## src/hw/rtl/lcs_pkg.sv

```systemverilog
package lcs_pkg;

  // sequencer states
  typedef enum logic [3:0] {
    ST_IDLE,
    ST_EUC,      // quotient bits of r0 / r1, q * s1 accumulated alongside
    ST_EUC_UPD,  // remainder and Bezout coefficient rotate
    ST_RHS_DIV,  // rhs / gcd
    ST_RHS_CHK,
    ST_MOD_DIV,  // modulus / gcd
    ST_MOD_CHK,
    ST_V_DIV,    // (rhs / gcd) mod m
    ST_MUL_SET,
    ST_MUL       // (u * v) mod m, shift and add
  } state_t;

endpackage

```

## src/hw/rtl/linear_congruence_solver.sv

```systemverilog
// Solves coef * x = rhs (mod modulus) for the least non-negative x modulo
// modulus / gcd(coef, modulus); out_solvable is 0 (with out_solution 0) when
// the gcd does not divide rhs or the modulus is zero. A request is taken when
// start is high and busy is low; busy then stays high until the result
// strobe, but a zero modulus is answered without busy going high. The
// result is presented for exactly one cycle on out_valid and must be
// captured then: there is no way to hold it off. All divisions run on one
// restoring divider that retires one quotient bit per cycle; the same
// registers then serve a bit-serial modular multiplier. Every Euclid step is
// a divide of MOD_WIDTH quotient bits followed by an update (ST_EUC_UPD),
// and the number of Euclid steps is at most about 1.44 * MOD_WIDTH + 2. A
// zero modulus or an unsolvable request finishes early.
module linear_congruence_solver #(
  parameter int MOD_WIDTH = 31
) (
  input  logic                 clk,
  input  logic                 rst_n,
  input  logic                 start,
  output logic                 busy,
  input  logic [MOD_WIDTH-1:0] in_coef,
  input  logic [MOD_WIDTH-1:0] in_rhs,
  input  logic [MOD_WIDTH-1:0] in_modulus,
  output logic                 out_valid,
  output logic [MOD_WIDTH-1:0] out_solution,
  output logic                 out_solvable
);

  localparam int W  = MOD_WIDTH;
  localparam int CW = $clog2(W);
  localparam logic [CW-1:0] CNT_LAST = CW'(W - 1);

  lcs_pkg::state_t state_r, state_nxt;

  // shared divider: dividend shifts out MSB first, remainder builds up
  logic [W-1:0]  dvd_r, dvd_nxt;
  logic [W-1:0]  dsr_r, dsr_nxt;
  logic [W-1:0]  rem_r, rem_nxt;
  logic [W-1:0]  quo_r, quo_nxt;
  logic [CW-1:0] cnt_r, cnt_nxt;

  // Bezout coefficients of coef; |s| <= modulus / gcd, |q * s1| <= 2 * modulus
  logic signed [W+1:0] s0_r, s0_nxt;
  logic signed [W+1:0] s1_r, s1_nxt;
  logic signed [W+1:0] acc_r, acc_nxt;

  logic [W-1:0] rhs_r, rhs_nxt;
  logic [W-1:0] mod_r, mod_nxt;
  logic [W-1:0] rq_r, rq_nxt;   // rhs / gcd
  logic [W-1:0] m_r, m_nxt;     // modulus / gcd
  logic [W:0]   u_r, u_nxt;     // s0 brought into [0, m]

  logic         out_valid_r, out_valid_nxt;
  logic [W-1:0] out_solution_r, out_solution_nxt;
  logic         out_solvable_r, out_solvable_nxt;

  logic [W:0]   div_cur, div_sub;
  logic         div_ge;
  logic [W-1:0] div_rem;
  logic [W-1:0] div_quo;
  logic         cnt_last;
  logic signed [W+1:0] acc_step;
  logic signed [W+1:0] s_new;
  logic signed [W+1:0] u_wide;

  logic [W:0]   mul_dbl, mul_dbl_red, mul_sum, mul_sum_red;

  logic         req;

  assign req      = start && (state_r == lcs_pkg::ST_IDLE);
  assign cnt_last = (cnt_r == '0);

  // one restoring divide step
  always_comb begin
    div_cur = {rem_r, dvd_r[W-1]};
    div_sub = div_cur - {1'b0, dsr_r};
    div_ge  = (div_cur >= {1'b0, dsr_r});
    div_rem = div_ge ? div_sub[W-1:0] : div_cur[W-1:0];
    div_quo = {quo_r[W-2:0], div_ge};
  end

  // Horner form of q * s1: prefix of the quotient times s1
  assign acc_step = (acc_r <<< 1) + (div_ge ? s1_r : '0);
  assign s_new    = s0_r - acc_r;
  assign u_wide   = s0_r + (s0_r[W+1] ? $signed({2'b00, quo_r}) : '0);

  // one bit of (u * v) mod m, v taken MSB first from the dividend register
  always_comb begin
    mul_dbl     = {rem_r, 1'b0};
    mul_dbl_red = (mul_dbl >= {1'b0, m_r}) ? mul_dbl - {1'b0, m_r} : mul_dbl;
    mul_sum     = {1'b0, mul_dbl_red[W-1:0]} + (dvd_r[W-1] ? {1'b0, u_r[W-1:0]} : '0);
    mul_sum_red = (mul_sum >= {1'b0, m_r}) ? mul_sum - {1'b0, m_r} : mul_sum;
  end

  // next state
  always_comb begin
    state_nxt = state_r;
    unique case (state_r)
      lcs_pkg::ST_IDLE: begin
        if (start) begin
          state_nxt = (in_modulus == '0) ? lcs_pkg::ST_IDLE : lcs_pkg::ST_EUC;
        end
      end
      lcs_pkg::ST_EUC: begin
        if (cnt_last) state_nxt = lcs_pkg::ST_EUC_UPD;
      end
      lcs_pkg::ST_EUC_UPD: begin
        state_nxt = (rem_r == '0) ? lcs_pkg::ST_RHS_DIV : lcs_pkg::ST_EUC;
      end
      lcs_pkg::ST_RHS_DIV: begin
        if (cnt_last) state_nxt = lcs_pkg::ST_RHS_CHK;
      end
      lcs_pkg::ST_RHS_CHK: begin
        state_nxt = (rem_r != '0) ? lcs_pkg::ST_IDLE : lcs_pkg::ST_MOD_DIV;
      end
      lcs_pkg::ST_MOD_DIV: begin
        if (cnt_last) state_nxt = lcs_pkg::ST_MOD_CHK;
      end
      lcs_pkg::ST_MOD_CHK: state_nxt = lcs_pkg::ST_V_DIV;
      lcs_pkg::ST_V_DIV: begin
        if (cnt_last) state_nxt = lcs_pkg::ST_MUL_SET;
      end
      lcs_pkg::ST_MUL_SET: state_nxt = lcs_pkg::ST_MUL;
      lcs_pkg::ST_MUL: begin
        if (cnt_last) state_nxt = lcs_pkg::ST_IDLE;
      end
      default: state_nxt = lcs_pkg::ST_IDLE;
    endcase
  end

  // datapath and outputs
  always_comb begin
    dvd_nxt          = dvd_r;
    dsr_nxt          = dsr_r;
    rem_nxt          = rem_r;
    quo_nxt          = quo_r;
    cnt_nxt          = cnt_r;
    s0_nxt           = s0_r;
    s1_nxt           = s1_r;
    acc_nxt          = acc_r;
    rhs_nxt          = rhs_r;
    mod_nxt          = mod_r;
    rq_nxt           = rq_r;
    m_nxt            = m_r;
    u_nxt            = u_r;
    out_valid_nxt    = 1'b0;
    out_solution_nxt = out_solution_r;
    out_solvable_nxt = out_solvable_r;

    unique case (state_r)
      lcs_pkg::ST_IDLE: begin
        if (req) begin
          rhs_nxt = in_rhs;
          mod_nxt = in_modulus;
          s0_nxt  = (W+2)'(1);
          s1_nxt  = '0;
          dvd_nxt = in_coef;
          dsr_nxt = in_modulus;
          rem_nxt = '0;
          quo_nxt = '0;
          acc_nxt = '0;
          cnt_nxt = CNT_LAST;
          if (in_modulus == '0) begin
            out_valid_nxt    = 1'b1;
            out_solution_nxt = '0;
            out_solvable_nxt = 1'b0;
          end
        end
      end
      lcs_pkg::ST_EUC: begin
        rem_nxt = div_rem;
        quo_nxt = div_quo;
        acc_nxt = acc_step;
        dvd_nxt = {dvd_r[W-2:0], 1'b0};
        cnt_nxt = cnt_r - CW'(1);
      end
      lcs_pkg::ST_EUC_UPD: begin
        s0_nxt  = s1_r;
        s1_nxt  = s_new;
        // next dividend is the old divisor, or rhs once the divisor holds the gcd
        dvd_nxt = (rem_r == '0) ? rhs_r : dsr_r;
        dsr_nxt = (rem_r == '0) ? dsr_r : rem_r;
        rem_nxt = '0;
        quo_nxt = '0;
        acc_nxt = '0;
        cnt_nxt = CNT_LAST;
      end
      lcs_pkg::ST_RHS_DIV, lcs_pkg::ST_MOD_DIV, lcs_pkg::ST_V_DIV: begin
        rem_nxt = div_rem;
        quo_nxt = div_quo;
        dvd_nxt = {dvd_r[W-2:0], 1'b0};
        cnt_nxt = cnt_r - CW'(1);
      end
      lcs_pkg::ST_RHS_CHK: begin
        if (rem_r != '0) begin
          out_valid_nxt    = 1'b1;
          out_solution_nxt = '0;
          out_solvable_nxt = 1'b0;
        end
        rq_nxt  = quo_r;
        dvd_nxt = mod_r;     // divisor still holds the gcd
        rem_nxt = '0;
        quo_nxt = '0;
        cnt_nxt = CNT_LAST;
      end
      lcs_pkg::ST_MOD_CHK: begin
        m_nxt   = quo_r;
        u_nxt   = u_wide[W:0];
        dvd_nxt = rq_r;
        dsr_nxt = quo_r;
        rem_nxt = '0;
        quo_nxt = '0;
        cnt_nxt = CNT_LAST;
      end
      lcs_pkg::ST_MUL_SET: begin
        u_nxt   = (u_r >= {1'b0, m_r}) ? u_r - {1'b0, m_r} : u_r;
        dvd_nxt = rem_r;     // v = (rhs / gcd) mod m
        rem_nxt = '0;
        cnt_nxt = CNT_LAST;
      end
      lcs_pkg::ST_MUL: begin
        rem_nxt = mul_sum_red[W-1:0];
        dvd_nxt = {dvd_r[W-2:0], 1'b0};
        cnt_nxt = cnt_r - CW'(1);
        if (cnt_last) begin
          out_valid_nxt    = 1'b1;
          out_solution_nxt = mul_sum_red[W-1:0];
          out_solvable_nxt = 1'b1;
        end
      end
      default: begin
        out_valid_nxt = 1'b0;
      end
    endcase
  end

  always_ff @(posedge clk) begin
    if (!rst_n) begin
      state_r     <= lcs_pkg::ST_IDLE;
      out_valid_r <= 1'b0;
    end else begin
      state_r     <= state_nxt;
      out_valid_r <= out_valid_nxt;
    end
  end

  always_ff @(posedge clk) begin
    dvd_r          <= dvd_nxt;
    dsr_r          <= dsr_nxt;
    rem_r          <= rem_nxt;
    quo_r          <= quo_nxt;
    cnt_r          <= cnt_nxt;
    s0_r           <= s0_nxt;
    s1_r           <= s1_nxt;
    acc_r          <= acc_nxt;
    rhs_r          <= rhs_nxt;
    mod_r          <= mod_nxt;
    rq_r           <= rq_nxt;
    m_r            <= m_nxt;
    u_r            <= u_nxt;
    out_solution_r <= out_solution_nxt;
    out_solvable_r <= out_solvable_nxt;
  end

  assign busy         = (state_r != lcs_pkg::ST_IDLE);
  assign out_valid    = out_valid_r;
  assign out_solution = out_solution_r;
  assign out_solvable = out_solvable_r;

endmodule
```

## config.mk

```make
export PLATFORM = sky130hd
export DESIGN_NAME = linear_congruence_solver
export DESIGN_NICKNAME = d
export VERILOG_FILES = /design/src/hw/rtl/lcs_pkg.sv /design/src/hw/rtl/linear_congruence_solver.sv
export SDC_FILE = /design/constraint.sdc
export NUM_CORES = 1
export LEC_CHECK = 0
export BUFFER_PORTS_ARGS = -buffer_cell sky130_fd_sc_hd__clkbuf_2
export CORE_ASPECT_RATIO = 0.5
export CORE_MARGIN = 2
export CORE_UTILIZATION = 30
export CTS_CLUSTER_DIAMETER = 100
export DETAILED_ROUTE_END_ITERATION = 8
export PLACE_DENSITY = 0.45
export RECOVER_POWER = 100
export SLEW_MARGIN = 20
export SYNTH_ARGS = -nofsm -noshare
export SYNTH_HDL_FRONTEND = slang
export SYNTH_SLANG_ARGS = --single-unit
```

## constraint.sdc

```tcl
create_clock -name clk -period 13.25 [get_ports clk]
set_input_delay 2.65 -clock clk [delete_from_list [all_inputs] [get_ports clk]]
set_output_delay 2.65 -clock clk [all_outputs]
set_load 0.01 [all_outputs]
```

==> summary.md <==
| Metric | Value |
|---|---|
| Status | `finished with violations` |
| Failing checks | `capacitance limit, slew limit` |
| Vias per cell | `5.36` |
| DP Area | `0.0326 sq mm` |
| Number of synthesized flops with an enable pin | `416` |
| Clk buf depth | `3` |
| Max VDD drop | `0.145 mV` |
| Cells after DPL | `4509` |
| Die Y | `229 um` |
| Initial Util | `0.302` |
| Resize count post-CTS | `0` |
| Ys async rst share | `0` |
| Crit path from | `rem_r[0]$_DFFE_PP_` |
| Worst hold path type | `reg2reg` |
| Lkg Pwr | `0.0134 uW` |
| Wirelength per Cell | `24.1 um` |
| RSZ-0062 raised after global routing | `no` |
| Synth top area cells | `edfxtp_1 (41%), ha_1 (10%), o21ai_0 (4.2%), a21oi_1 (3.7%), xnor2_1 (3.6%)` |
| Die area | `0.104 sq mm` |
| GRT Util Overall | `0.209` |
| Path depth of the worst reg2reg path | `33` |
| Cts hold-fix bufs | `0` |
| Global-route wire length before repair | `161 mm` |
| Synth Register Bits | `421` |
| Most frequent cells after synthesis | `edfxtp_1 (416), o21ai_0 (255), ha_1 (250)` |
| Initial antenna violation count | `6` |
| Fin util | `0.337` |
| GPL Wtd Cong | `0.940` |
| P_sw | `4570 uW` |
| Syn nets | `3460` |
| Cells after Synth | `3106` |
| Clock Skew | `0.0314 ns` |
| Final Hold Vio Count | `0` |
| Crit path DAT | `11.60 ns` |
| Max Slew Vio Count | `941` |
| Final #Nets | `3568` |
| Pwr Density | `277 mW/mm^2` |
| Cell taking the most area after synthesis | `edfxtp_1` |
| Total I/O pin count | `130` |
| Post-route setup TNS | `0 ns` |
| GRT overflow | `0` |
| PortBufs | `129` |
| Critical Path Slowest Stage Cell | `a211oi_1` |
| Final Setup Violations | `0` |
| # rows | `82` |
| Remaining antenna violation count after routing | `0` |
| Post-synth top area share | `0.413` |
| Library cells used by synthesis | `81` |
| Clock period minus worst slack | `11.24 ns` |
| Post-Route WL | `111 mm` |
| Critical path launch point type | `flop` |
| Crit-path max FO | `50` |
| Sequential area share after synthesis | `0.416` |
| YS warnings | `0` |
| Synth-to-layout area growth | `11.4%` |
| Startpoint of the worst hold path | `s1_r[29]$_SDFFCE_PN0P_` |
| Comb pwr share | `0.617` |
| Final period util | `0.848` |
| Critical path class | `reg2reg` |
| Fillers | `10427` |
| Placeable Area | `0.100 sq mm` |
| Relative slew margins | `-1.67` |
| Post-layout instance area | `0.0337 sq mm` |
| Fmax | `0.0890 GHz` |
| Starting DRC count in detailed routing | `2022` |
| CP peak stage delay | `1.28 ns` |
| Mapped Avg Cell Area | `9.75 sq um` |
| Main flop type after synthesis | `edfxtp_1` |
| Clk_lat worst skew | `0.62 ns` |
| Root Driver | `clkbuf_16` |
| Layout cell share with drive strength beyond 1 | `0.0527` |
| Seq pwr share | `0.244` |
| Clock transition at path regs | `0.06 ns` |
| Pre-antenna DRT Iters | `5` |
| Hold WS | `0.546 ns` |
| Hpwl dp | `83.4 mm` |
| Clk pwr share | `0.139` |
| Die W | `453 um` |
| RR Startpoint | `rem_r[0]$_DFFE_PP_` |
| Crit. End Element | `flop` |
| Top-count cell post-synth | `edfxtp_1` |
| # clock sinks | `421` |
| Internal | `4790 uW` |
| MaxCap Viol Count | `24` |
| Non-Filler Instances | `4591` |
| Actual slew at the worst max-slew pin | `4.00 ns` |
| Post-CTS Repair Setup Buffers | `0` |
| Vias in the first global route | `23970` |
| DRC | `0` |
| Via count | `24606` |
| Num CTS Buffers | `47` |
| WHS Path Cells | `1` |
| Critical Path RT | `13.61 ns` |
| Synth Cell Area | `0.0303 sq mm` |
| H-tree lvl count | `2` |
| CTS tree | `yes` |
| Net Sw Frac | `0.488` |
| Largest net degree at the start of global routing | `68` |
## cell type report
type / instances / area, sq um / share of cell area
Multi-Input combinational cell: 2418 / 16700 / 0.494
Sequential cell: 421 / 12600 / 0.373
Tap cell: 1344 / 1680 / 0.0498
Clock buffer: 56 / 1230 / 0.0365
Timing Repair Buffer: 167 / 771 / 0.0228
Inverter: 159 / 597 / 0.0177
Clock inverter: 25 / 185 / 0.00549
Antenna cell: 1 / 2.50 / 0.0000742
## stage by stage
step | setup slack (ns) | power, uW
after floorplan | 4.71 | 6260
after global placement | 3.38 | 8110
after detailed placement | 3.27 | 8070
after CTS | 3.22 | 9410
after global routing | 1.28 | 10100
final | 2.01 | 9360
## placed cells by master (no fill, tap or decap), types with 22 or more instances in the layout
| master | synthesis | routed |
|---|---|---|
| clkbuf_2 | 0 | 61 |
| clkbuf_1 | 90 | 96 |
| a21o_1 | 123 | 123 |
| xnor2_1 | 123 | 123 |
| nand2_1 | 236 | 234 |
| edfxtp_1 | 416 | 416 |
| nand4_1 | 28 | 28 |
| clkbuf_16 | 0 | 48 |
| nand3_1 | 34 | 33 |
| mux2i_1 | 87 | 87 |
| a21oi_1 | 223 | 220 |
| o21ai_0 | 255 | 254 |
| xor2_1 | 87 | 87 |
| nand2b_1 | 40 | 40 |
| inv_1 | 159 | 159 |
| nor3_1 | 54 | 54 |
| a221oi_1 | 35 | 36 |
| a211oi_1 | 24 | 25 |
| o21a_1 | 65 | 65 |
| o22ai_1 | 22 | 22 |
| nor2_1 | 233 | 232 |
| and2_1 | 129 | 100 |
| nor2b_1 | 65 | 64 |
| a31oi_1 | 27 | 27 |
| o21bai_1 | 30 | 30 |
| and2_0 | 0 | 29 |
| ha_1 | 250 | 250 |
| a221o_1 | 33 | 33 |
## path summary, 6_finish.rpt
kind,end,slack [ns]
setup / recovery,rem_r[28]$_DFFE_PP_,2.01
hold / removal,s0_r[29]$_SDFFCE_PN0P_,0.55
setup reg to reg,rem_r[28]$_DFFE_PP_,2.01
hold reg to reg,s0_r[29]$_SDFFCE_PN0P_,0.55
## state kept, by name, indices dropped and copies added, names as in the netlist, 32 cells and up
register and flops:
acc_r 33, s0_r 33, s1_r 33, u_r 32
## layer usage
layer | part of all wire | global-route usage
met2 | 0.44 | 0.325
met3 | 0.068 | 0.0459
met1 | 0.47 | 0.296
met5 | 0 | 0
met4 | 0.020 | 0.0426
## worst max-delay path, delay by kind of cell, from the launching register on
| family | cells | cell delay [ns] |
|---|---|---|
| compound gates | 24 | 7.19 |
| simple gates | 3 | 0.75 |
| flops | 1 | 0.61 |
| fa+ha+maj | 3 | 1.24 |
| buf+inv | 2 | 0.97 |
| xor+xnor | 1 | 0.17 |
## power by group through the flow
stage / logic, uW / registers [uW] / clock network [uW]
finish: 5780 / 2290 / 1300
floorplan: 4200 / 2060 / 0
detailed placement: 5780 / 2290 / 0
global placement: 5820 / 2300 / 0
CTS: 5810 / 2270 / 1330
global route: 6420 / 2310 / 1370
## kinds of logic (layout without fill, tap and decap cells)
group	Yosys count	after routing	synth area share
other	0	1	0
buffers and inverters	267	407	0.0338
AND/OR/NAND/NOR	900	900	0.145
XOR/XNOR	210	210	0.0607
flip-flops	421	421	0.416
multiplexers	88	88	0.0291
adder cells (fa/ha/maj)	258	258	0.109
AO/OA/AOI/OAI	962	962	0.207
Note: power is estimated with default switching activity, not from simulation.
